## src/rtl/bar_pkg.sv

```systemverilog
package bar_pkg;

  localparam int BUTTONS = 32;
  localparam int WORD_W  = 32;
  // only the first WORD_W buttons have lanes
  localparam int LANES   = (BUTTONS > WORD_W) ? WORD_W : BUTTONS;

  localparam logic [WORD_W-1:0] LANE_MASK =
    (LANES >= WORD_W) ? {WORD_W{1'b1}} : WORD_W'((64'd1 << LANES) - 64'd1);

  localparam int DLY_W     = 16;
  localparam int CFG_IDX_W = 8;

  localparam logic [CFG_IDX_W-1:0] CFG_FIRST_DELAY     = CFG_IDX_W'(0);
  localparam logic [CFG_IDX_W-1:0] CFG_REPEAT_INTERVAL = CFG_IDX_W'(1);

  localparam logic [DLY_W-1:0] FIRST_DELAY_RST     = DLY_W'(50);
  localparam logic [DLY_W-1:0] REPEAT_INTERVAL_RST = DLY_W'(10);

  typedef struct packed {
    logic [WORD_W-1:0] held_mask;
    logic [WORD_W-1:0] now_tick;
    logic              ignore_request;
  } poll_t;

  typedef struct packed {
    logic [DLY_W-1:0] first_delay;
    logic [DLY_W-1:0] repeat_interval;
  } cfg_t;

  typedef struct packed {
    logic              upd;
    logic [WORD_W-1:0] now_tick;
    cfg_t              cfg;
  } lane_ctl_t;

endpackage

```

## src/rtl/bar_channels.sv

```systemverilog


interface bar_cfg_if;
  import bar_pkg::*;
  logic                 valid;
  logic                 ready;
  logic [CFG_IDX_W-1:0] index;
  logic [DLY_W-1:0]     data;

  modport source (output valid, index, data, input ready);
  modport sink   (input valid, index, data, output ready);
endinterface

```

## src/rtl/bar_cfg_regs.sv

```systemverilog
module bar_cfg_regs (
  input  logic          clk,
  input  logic          rst_n,
  bar_cfg_if.sink       cfg_bus,
  output bar_pkg::cfg_t cfg
);
  import bar_pkg::*;

  logic [DLY_W-1:0] first_delay_r, first_delay_nxt;
  logic [DLY_W-1:0] repeat_interval_r, repeat_interval_nxt;

  assign cfg_bus.ready = rst_n;

  always_comb begin
    first_delay_nxt     = first_delay_r;
    repeat_interval_nxt = repeat_interval_r;
    if (cfg_bus.valid) begin
      unique case (cfg_bus.index)
        CFG_FIRST_DELAY:     first_delay_nxt     = cfg_bus.data;
        CFG_REPEAT_INTERVAL: repeat_interval_nxt = cfg_bus.data;
        default: ;
      endcase
    end
  end

  always_ff @(posedge clk) begin
    if (!rst_n) begin
      first_delay_r     <= FIRST_DELAY_RST;
      repeat_interval_r <= REPEAT_INTERVAL_RST;
    end else begin
      first_delay_r     <= first_delay_nxt;
      repeat_interval_r <= repeat_interval_nxt;
    end
  end

  assign cfg.first_delay     = first_delay_r;
  assign cfg.repeat_interval = repeat_interval_r;

endmodule

```

## src/flat_wrapper.sv

```systemverilog
// flat-port wrapper written by rule: the top's interface ports become plain ports
module bar_cfg_regs_flat import bar_pkg::*;
  (clk, rst_n, cfg, cfg_bus_valid, cfg_bus_index, cfg_bus_data, cfg_bus_ready);
  bar_cfg_if cfg_bus_i ();
  input  logic clk;
  input  logic rst_n;
  output bar_pkg::cfg_t cfg;
  input wire logic [$bits(cfg_bus_i.valid)-1:0] cfg_bus_valid;
  input wire logic [$bits(cfg_bus_i.index)-1:0] cfg_bus_index;
  input wire logic [$bits(cfg_bus_i.data)-1:0] cfg_bus_data;
  output wire logic [$bits(cfg_bus_i.ready)-1:0] cfg_bus_ready;
  assign cfg_bus_i.valid = cfg_bus_valid;
  assign cfg_bus_i.index = cfg_bus_index;
  assign cfg_bus_i.data = cfg_bus_data;
  assign cfg_bus_ready = cfg_bus_i.ready;
  bar_cfg_regs u_core (.clk(clk), .rst_n(rst_n), .cfg_bus(cfg_bus_i), .cfg(cfg));
endmodule
```

## config.mk

```make
export PLATFORM = sky130hd
export DESIGN_NAME = bar_cfg_regs_flat
export DESIGN_NICKNAME = d
export VERILOG_FILES = /design/src/rtl/bar_pkg.sv /design/src/rtl/bar_channels.sv /design/src/rtl/bar_cfg_regs.sv /design/src/flat_wrapper.sv
export SDC_FILE = /design/constraint.sdc
export NUM_CORES = 1
export LEC_CHECK = 0
export BUFFER_PORTS_ARGS = -buffer_cell sky130_fd_sc_hd__buf_2
export CORE_UTILIZATION = 30
export DETAILED_ROUTE_END_ITERATION = 12
export GPL_TIMING_DRIVEN = 0
export MAX_ROUTING_LAYER = met4
export PLACE_DENSITY = 0.52
export RECOVER_POWER = 50
export SYNTH_ARGS = -nofsm -noshare
export SYNTH_HDL_FRONTEND = slang
export SYNTH_SLANG_ARGS = --single-unit
export TNS_END_PERCENT = 10
```

## constraint.sdc

```tcl
create_clock -name clk -period 4.55 [get_ports clk]
set_clock_uncertainty 0.05 [all_clocks]
set_input_delay 0.2275 -clock clk [delete_from_list [all_inputs] [get_ports clk]]
set_output_delay 0.2275 -clock clk [all_outputs]
set_load 0.01 [all_outputs]
```

==> results.tsv <==
metric	value	unit
status	complete, no violations	
core_area	0.004115	mm2
die_h	68.18	um
critPathRequiredTime	4.71	ns
dp_hpwl	2.423	mm
synthAdderAreaFrac	0	%
yosysWarningCount	0	
grt_remaining_overflow	0	
wl	3.190	mm
grt_pass1_vias	1061	
port_buffers	57	
max_freq	647.6	MHz
cts_hold_buf	0	
synth_top_family_by_area	multiplexers	
ys_ff_latch	32	
grt_use_total	14.33	%
yosysUniqueCellTypes	18	
fillerInstances	449	
crit_arrival	1.70	ns
slew_viol_final	0	
synth_compound_area_share	2.571	%
muxShareOfSynthArea	22.10	%
rsz0062_at_grt	false	
cts_root_buf	clkbuf_8	
clk_latency	0.28	ns
async_flop_share	0	%
fp.dieArea	0.004648	mm2
postLayoutCellArea	0.001699	mm2
maxSlewHeadroom	67.57	%
hold_viol	0	
clk_pin_slew_worst_paths	0.07	ns
static-leakage-power	0.7294	nW
first_iter_violations	29	
antenna_left	0	
cts_buffers	5	
maxCapViolCount	0	
synth_top_area_share	48.76	%
areaGrowthSynthToFinish	29.33	%
path_class	input pin to flop	
power	518.4	uW
ys_top_cells_by_area	dfxtp_1 49%, mux2i_1 22%, nand2_1 12%	
boundaryPins	60	
cp-start-kind	input pin	
min_period	1.544	ns
cp_max_fo	10	
post-cts-setup-buffers	0	
synth_xor_area_share	0	%
clock_path_buffers	2	
setup_viol	0	
grt_max_degree	11	
die_w	68.18	um
hold_class	input pin to flop	
ys.flop_type	dfxtp_1	
post-route-period-util	33.94	%
endpoint_kind	flop	
cts_tree	built	
syn_avg_cell_area	10.03	um2
p_per_area	305.1	mW/mm2
timing.hold.ws	0.1516	ns
yosysMostFrequentCell	nand2_1	
row_count	23	
synth_seq_area_share	48.76	%
dpl_cell_area	0.001662	mm2
final_nets	222	
synth_area_leader_cell	dfxtp_1	
peakVddDrop	0.1091	mV
routabilityCongestion	0.6932	
synth_simple_gate_area_share	20.86	%
utilization	41.29	%
viasPerCell	4.543	
vias	1113	
synth_area	0.001314	mm2
cts_sinks	32	
fin_tns_setup	0	ns
synth_edf_count	0	
worstMarginPinSlew	0.4864	ns
ys_top_cells_by_count	42 x nand2_1, 32 x dfxtp_1, 29 x mux2i_1	
drc	0	
cts_resized	0	
wl_per_cell	13.02	um
synth_fp_nets	158	
antennaDiodeCount	0	
synthCells	131	
grt_pass1_wl	4.629	mm
start_util	31.92	%
first_pass_iters	4	
drive_above_1_share	21.03	%
h-tree-depth	2	
antenna_found_initial	0	
## metal layers
| layer | vias up | share of wire [%] | GRT usage (%) |
|---|---|---|---|
| met5 | - | 0 | - |
| met4 | 0 | 0.88 | 4.688 |
| met3 | 2 | 5.8 | 5.000 |
| met2 | 36 | 49 | 22.92 |
| met1 | 507 | 45 | 16.63 |
| li1 | 568 | - | - |
## worst paths after layout
check	start	end	slack, ns	cells past startpoint
min	cfg_bus_data[4]	u_core.repeat_interval_r[4]	0.15	3
min reg2reg	u_core.first_delay_r[14]	u_core.first_delay_r[14]	0.41	2
max	cfg_bus_index[1]	u_core.first_delay_r[8]	3.01	5
max reg2reg	u_core.first_delay_r[5]	u_core.first_delay_r[5]	3.83	2
## report_power, final
group          internal [mW]  total [mW]  switching [mW]
Combinational         0.0151      0.0338          0.0187
Clock                  0.104       0.204           0.100
Sequential             0.280       0.281        0.000182
Total                  0.399       0.518           0.119
## critical path: stages
cell,delay (ns)
buf_2,0.11
or4b_4,0.57
nor3_4,0.39
buf_12,0.20
mux2i_1,0.20
## state kept, by name (all words and copies together) (netlist names)
name,flops
u_core.first_delay_r,16
u_core.repeat_interval_r,16
## final cells by class
type                    count  area [um2]  area share, %
clock inverters             1       5.005         0.2946
flip-flops and latches     32       640.6          37.70
repair buffers             57       245.2          14.43
plain buffers               9       71.32          4.197
inverters                   1       3.754         0.2209
well taps                  50       62.56          3.682
multi-input cells          89       598.1          35.20
clock buffers               6       72.57          4.271
## cell usage in the layout (no fill, tap or decap)
master,synthesis,final
nor4_2,1,1
nor4_1,3,3
nand3_2,1,1
a31oi_1,3,3
dfxtp_1,32,32
clkinv_2,0,1
buf_2,1,26
buf_12,2,2
or4b_4,1,1
or4_4,1,1
nor3_4,1,1
mux2i_1,29,29
buf_4,1,1
clkbuf_8,0,5
nor4b_2,1,1
nand2_1,42,42
clkbuf_1,5,38
inv_1,1,1
nor2b_1,3,3
o21ai_1,3,3
## through the flow
stage          setup WS [ns]  instances
2_1_floorplan          2.967        131
6_report               3.006        245
4_1_cts                2.998        245
3_5_place_dp           2.702        238
5_1_grt                2.924        245
3_3_place_gp           2.737        238
## cell families after synthesis
kind of cell,count (synthesis)
and+or+nand+nor,54
DFF,32
muxes,29
buffers and inverters,10
AOI/OAI and AO/OA,6
Power figures use the tool's default switching activity.
