`config.mk`:
```
export PLATFORM = sky130hd
export DESIGN_NAME = bar_lane
export DESIGN_NICKNAME = d
export VERILOG_FILES = /design/src/rtl/bar_pkg.sv /design/src/rtl/bar_lane.sv
export SDC_FILE = /design/constraint.sdc
export NUM_CORES = 1
export LEC_CHECK = 0
export BUFFER_PORTS_ARGS = -buffer_cell sky130_fd_sc_hd__clkbuf_2
export CORE_MARGIN = 5
export CORE_UTILIZATION = 55
export CTS_BUF_LIST = sky130_fd_sc_hd__clkbuf_4 sky130_fd_sc_hd__clkbuf_8
export CTS_CLUSTER_SIZE = 28
export DETAILED_ROUTE_END_ITERATION = 8
export PLACE_DENSITY = 0.81
export SYNTH_ARGS = -nofsm -noshare
export SYNTH_HDL_FRONTEND = slang
export SYNTH_SLANG_ARGS = --single-unit
```
`constraint.sdc`:
```
create_clock -name clk -period 6.2 [get_ports clk]
set_input_delay 1.55 -clock clk [delete_from_list [all_inputs] [get_ports clk]]
set_output_delay 1.55 -clock clk [all_outputs]
set_load 0.005 [all_outputs]
```
`src/rtl/bar_pkg.sv`:
```
package bar_pkg;

  localparam int BUTTONS = 32;
  localparam int WORD_W  = 32;
  // only the first WORD_W buttons have lanes
  localparam int LANES   = (BUTTONS > WORD_W) ? WORD_W : BUTTONS;

  localparam logic [WORD_W-1:0] LANE_MASK =
    (LANES >= WORD_W) ? {WORD_W{1'b1}} : WORD_W'((64'd1 << LANES) - 64'd1);

  localparam int DLY_W     = 16;
  localparam int CFG_IDX_W = 8;

  localparam logic [CFG_IDX_W-1:0] CFG_FIRST_DELAY     = CFG_IDX_W'(0);
  localparam logic [CFG_IDX_W-1:0] CFG_REPEAT_INTERVAL = CFG_IDX_W'(1);

  localparam logic [DLY_W-1:0] FIRST_DELAY_RST     = DLY_W'(50);
  localparam logic [DLY_W-1:0] REPEAT_INTERVAL_RST = DLY_W'(10);

  typedef struct packed {
    logic [WORD_W-1:0] held_mask;
    logic [WORD_W-1:0] now_tick;
    logic              ignore_request;
  } poll_t;

  typedef struct packed {
    logic [DLY_W-1:0] first_delay;
    logic [DLY_W-1:0] repeat_interval;
  } cfg_t;

  typedef struct packed {
    logic              upd;
    logic [WORD_W-1:0] now_tick;
    cfg_t              cfg;
  } lane_ctl_t;

endpackage

```
`src/rtl/bar_lane.sv`:
```
module bar_lane (
  input  logic               clk,
  input  logic               rst_n,
  input  bar_pkg::lane_ctl_t ctl,
  input  logic               held,
  output logic               rep
);
  import bar_pkg::*;

  logic              first_seen_r, first_seen_nxt;
  logic [WORD_W-1:0] deadline_r, deadline_nxt;
  logic [WORD_W-1:0] diff;
  logic              passed;

  // wrapped compare: passed when now is strictly ahead, by less than half the range
  assign diff   = ctl.now_tick - deadline_r;
  assign passed = (diff != '0) && !diff[WORD_W-1];

  always_comb begin
    first_seen_nxt = first_seen_r;
    deadline_nxt   = deadline_r;
    rep            = 1'b0;
    if (held) begin
      if (first_seen_r) begin
        if (passed) begin
          rep          = 1'b1;
          deadline_nxt = ctl.now_tick + WORD_W'(ctl.cfg.repeat_interval);
        end
      end else begin
        first_seen_nxt = 1'b1;
        rep            = 1'b1;
        deadline_nxt   = ctl.now_tick + WORD_W'(ctl.cfg.first_delay);
      end
    end else begin
      first_seen_nxt = 1'b0;
      deadline_nxt   = ctl.now_tick - WORD_W'(ctl.cfg.repeat_interval);
    end
  end

  always_ff @(posedge clk) begin
    if (!rst_n) begin
      first_seen_r <= 1'b0;
    end else if (ctl.upd) begin
      first_seen_r <= first_seen_nxt;
    end
  end

  // deadline is only consulted once first_seen is set, which also loads it
  always_ff @(posedge clk) begin
    if (ctl.upd) begin
      deadline_r <= deadline_nxt;
    end
  end

endmodule

```
==> summary.txt <==
Run status
  • Status: completed

Yosys
  • Share of the synthesized area in the top cell type: around 18%
  • Area leader, netlist: edfxtp_1
  • Sequential area share after synthesis: a little under a fifth
  • Syn nets: ~810
  • Synth top area cells: edfxtp_1 18%, ha_1 15%, a21oi_1 7.6%
  • Post-synth EDFFs: 32
  • Warnings, synthesis: 0
  • Post-Synthesis Cells: 673
  • Post-synth ARST share: 0%
  • Main synth FF type: edfxtp_1
  • Syn Std Cell Area: roughly 0.0053 mm^2
  • Yosys cell types: 72
  • Cell with the most instances after synthesis: a21oi_1
  • Avg Cell Area, Syn: between 7 and 8 um^2
  • Number of synthesized register bits: 33
  • Synth top cells by count: 80 x a21oi_1, 65 x nor2_1, 64 x ha_1

Clock network
  • Worst-path clk slew: roughly 0.070 ns
  • Clock Tree Buf Depth: 2
  • CTS tree: done
  • Worst-Skew Late Latency: 0.29 ns
  • Sink Count: 33
  • Root Driver: clkbuf_8
  • # hold bufs at CTS: 0
  • Total CTS buffers: 5
  • Setup bufs post-CTS: 0
  • # H-tree levels: 2

Floorplanning
  • Die Span Y: roughly 110 um
  • # rows: 35
  • I/O pins: slightly below 70
  • Initial core utilization: a little under three fifths
  • Die area: between 0.01 and 0.015 mm^2
  • Chip width: approximately 110 um
  • Core Box Area: roughly 0.0093 mm^2

STA
  • Post-route setup TNS: 0 ns
  • Worst clock skew: 0.00806 ns
  • Hold Fails Final Rpt: 0
  • Fmax: between 150 and 200 MHz
  • Worst slew pin tran: 0.564 ns
  • Relative max-transition margin: roughly 62%
  • Slew Viols, Final: 0
  • RSZ-0062 raised after global routing: no
  • Crit path time final: roughly 6.0 ns
  • Post-route clock period utilization: between 90 and 100%
  • Final setup vio count: 0

Critical path
  • Required time worst endpoint: 4.65 ns
  • Crit path from: ctl[32]
  • Worst Setup End Kind: output port
  • Worst reg2reg path depth: 15
  • Critical path peak fanout: 4
  • Reg2reg setup slack: around 2.2 ns
  • FF-to-FF End: deadline_r[31]
  • CP arrival: around 4.5 ns
  • Worst r2r src: first_seen_r
  • Crit Path Category: input pin to output port
  • CP endpoint: rep
  • Setup crit start kind: input pin

Placement
  • Cell Count Post-Placement: 863
  • Port Buffers: roughly 70
  • Final HPWL DP: about 12 mm
  • Placer's final routability congestion estimate: 0.920

Finish
  • Final net count: 875
  • Non-Filler Instances: ~870
  • Register Area: a little under 0.001 mm^2
  • Share of cells above drive strength 1: about 15%
  • Antenna fix cells: 0
  • Multi-input combinational cell area: 0.00402 mm^2
  • Area Growth Syn to Fin: 11.5%
  • Fillers: just under 900

Detailed routing
  • Post-DR wirelength/cell: 16.7 um
  • Drt drc: 0
  • Via count: 5,364
  • First-pass DRT Iterations: 5
  • DRT antenna net count: 0
  • Routed vias/inst: approximately 6.2
  • DRT Wirelength: between 10 and 15 mm
  • Drt initial violations: roughly 370

Power and ir drop
  • P_leak: 2.56 nW
  • Pwr dens: slightly above 200 mW/mm^2
  • Maximum VDD drop: approximately 0.00012 V

Global routing
  • Initial antenna violation count: 0
  • First-pass GRT wire length: roughly 24 mm
  • Total GRT Usage: ~25%
  • Vias in the first global route: approximately 5,200
  • Overflow left after global routing: 0
  • Largest net degree at the start of global routing: 33

Hold path
  • Hold WC Path Type: flop to flop
  • Hold Path Stages: 3

Flow run
  • MaxCap Viol Count: 0
==> metal layers <==
metal | share of wire [%] | routed length [um] | vias up | global-route usage [%]
li1 | - | - | 2640 | -
met1 | 45 | 6490 | 2498 | 33.6
met2 | 47 | 6880 | 210 | 43.1
met3 | 7.0 | 1020 | 16 | 3.42
met4 | 1.2 | 180 | 0 | 5.59
met5 | 0 | 0 | - | 0
==> state kept, by name, indices dropped and copies added, names as in the netlist <==
signal,cells
deadline_r,32
first_seen_r,1
==> placed cells by master (no fill, tap or decap), types with 6 or more instances in the layout <==
cell type | netlist | layout
xor2_1 | 18 | 18
o211ai_1 | 10 | 10
nand2_1 | 49 | 49
mux2i_1 | 12 | 12
nand2b_1 | 11 | 11
a21oi_1 | 80 | 80
ha_1 | 64 | 64
clkbuf_2 | 0 | 68
nor2_1 | 65 | 65
buf_4 | 0 | 11
o21ai_0 | 34 | 34
o21a_1 | 18 | 18
o21ai_1 | 11 | 11
o21bai_1 | 9 | 9
xnor2_1 | 31 | 31
a21o_1 | 11 | 11
edfxtp_1 | 32 | 32
nand4_1 | 11 | 11
or3_1 | 9 | 9
mux2_2 | 6 | 6
nor3_1 | 13 | 13
o22ai_1 | 7 | 6
and2_1 | 6 | 6
inv_1 | 50 | 50
nand3_1 | 10 | 10
==> worst min-delay path by stage <==
stage,from,end,slack [ns]
floorplan,first_seen_r,deadline_r[0],0.93
global placement,first_seen_r,first_seen_r,0.85
detailed placement,first_seen_r,deadline_r[0],0.87
CTS,first_seen_r,deadline_r[0],0.88
global route,first_seen_r,deadline_r[0],0.98
finish,first_seen_r,deadline_r[0],0.91
==> critical path: stages <==
cell and delay [ns]:
clkbuf_2 0.09, inv_1 0.04, ha_1 0.20, fa_1 0.40, nor2b_1 0.21, o31ai_2 0.13, a21o_1 0.20, o31a_1 0.34
a2111oi_2 0.36, nand4_1 0.14, nor4_1 0.21, nand4_1 0.20, o22ai_2 0.19, nor2b_1 0.07, clkbuf_2 0.11
==> kinds of logic after synthesis <==
family,after synthesis,share of synthesized area (%)
AND/OR/NAND/NOR,200,18.3
multiplexers,19,3.79
AO/OA/AOI/OAI,237,29.9
adder cells (fa/ha/maj),66,16.0
flip-flops,33,18.7
buffers and inverters,69,5.19
XOR/XNOR,49,8.17
==> through the flow <==
stage	cell area [um^2]	utilization [%]	setup slack, ns	total power, mW	hold slack [ns]
2_1_floorplan	5260	-	0.552	0.863	0.927
5_1_grt	5860	63.1	0.0143	1.31	0.976
3_3_place_gp	5770	62.1	0.249	1.01	0.848
3_5_place_dp	5770	62.1	0.134	1.03	0.866
6_report	5860	63.1	0.201	1.22	0.913
4_1_cts	5850	63.0	0.137	1.20	0.883
==> cell type report <==
| cell class | count | share of cell area [%] |
|---|---|---|
| Clock buffer | 5 | 1.17 |
| Inverter | 51 | 3.27 |
| Multi-Input combinational cell | 571 | 68.6 |
| Sequential cell | 33 | 16.7 |
| Timing Repair Buffer | 79 | 7.21 |
| Tap cell | 129 | 2.75 |
| Clock inverter | 3 | 0.213 |
==> timing repair <==
| action | 4_1_cts | 5_1_grt |
|---|---|---|
| endpoints found under the hold margin | 0 | 0 |
| gates resized for setup | 0 | 3 |
| setup endpoints to repair | 0 | 1 |
==> report_power, final <==
group	switching (mW)	leakage, nW	internal (mW)
Sequential	0.0104	0.319	0.295
Clock	0.0885	0.0430	0.0758
Combinational	0.440	2.20	0.307
Total	0.538	2.56	0.678
No activity file was read; power rests on OpenSTA's default activity.
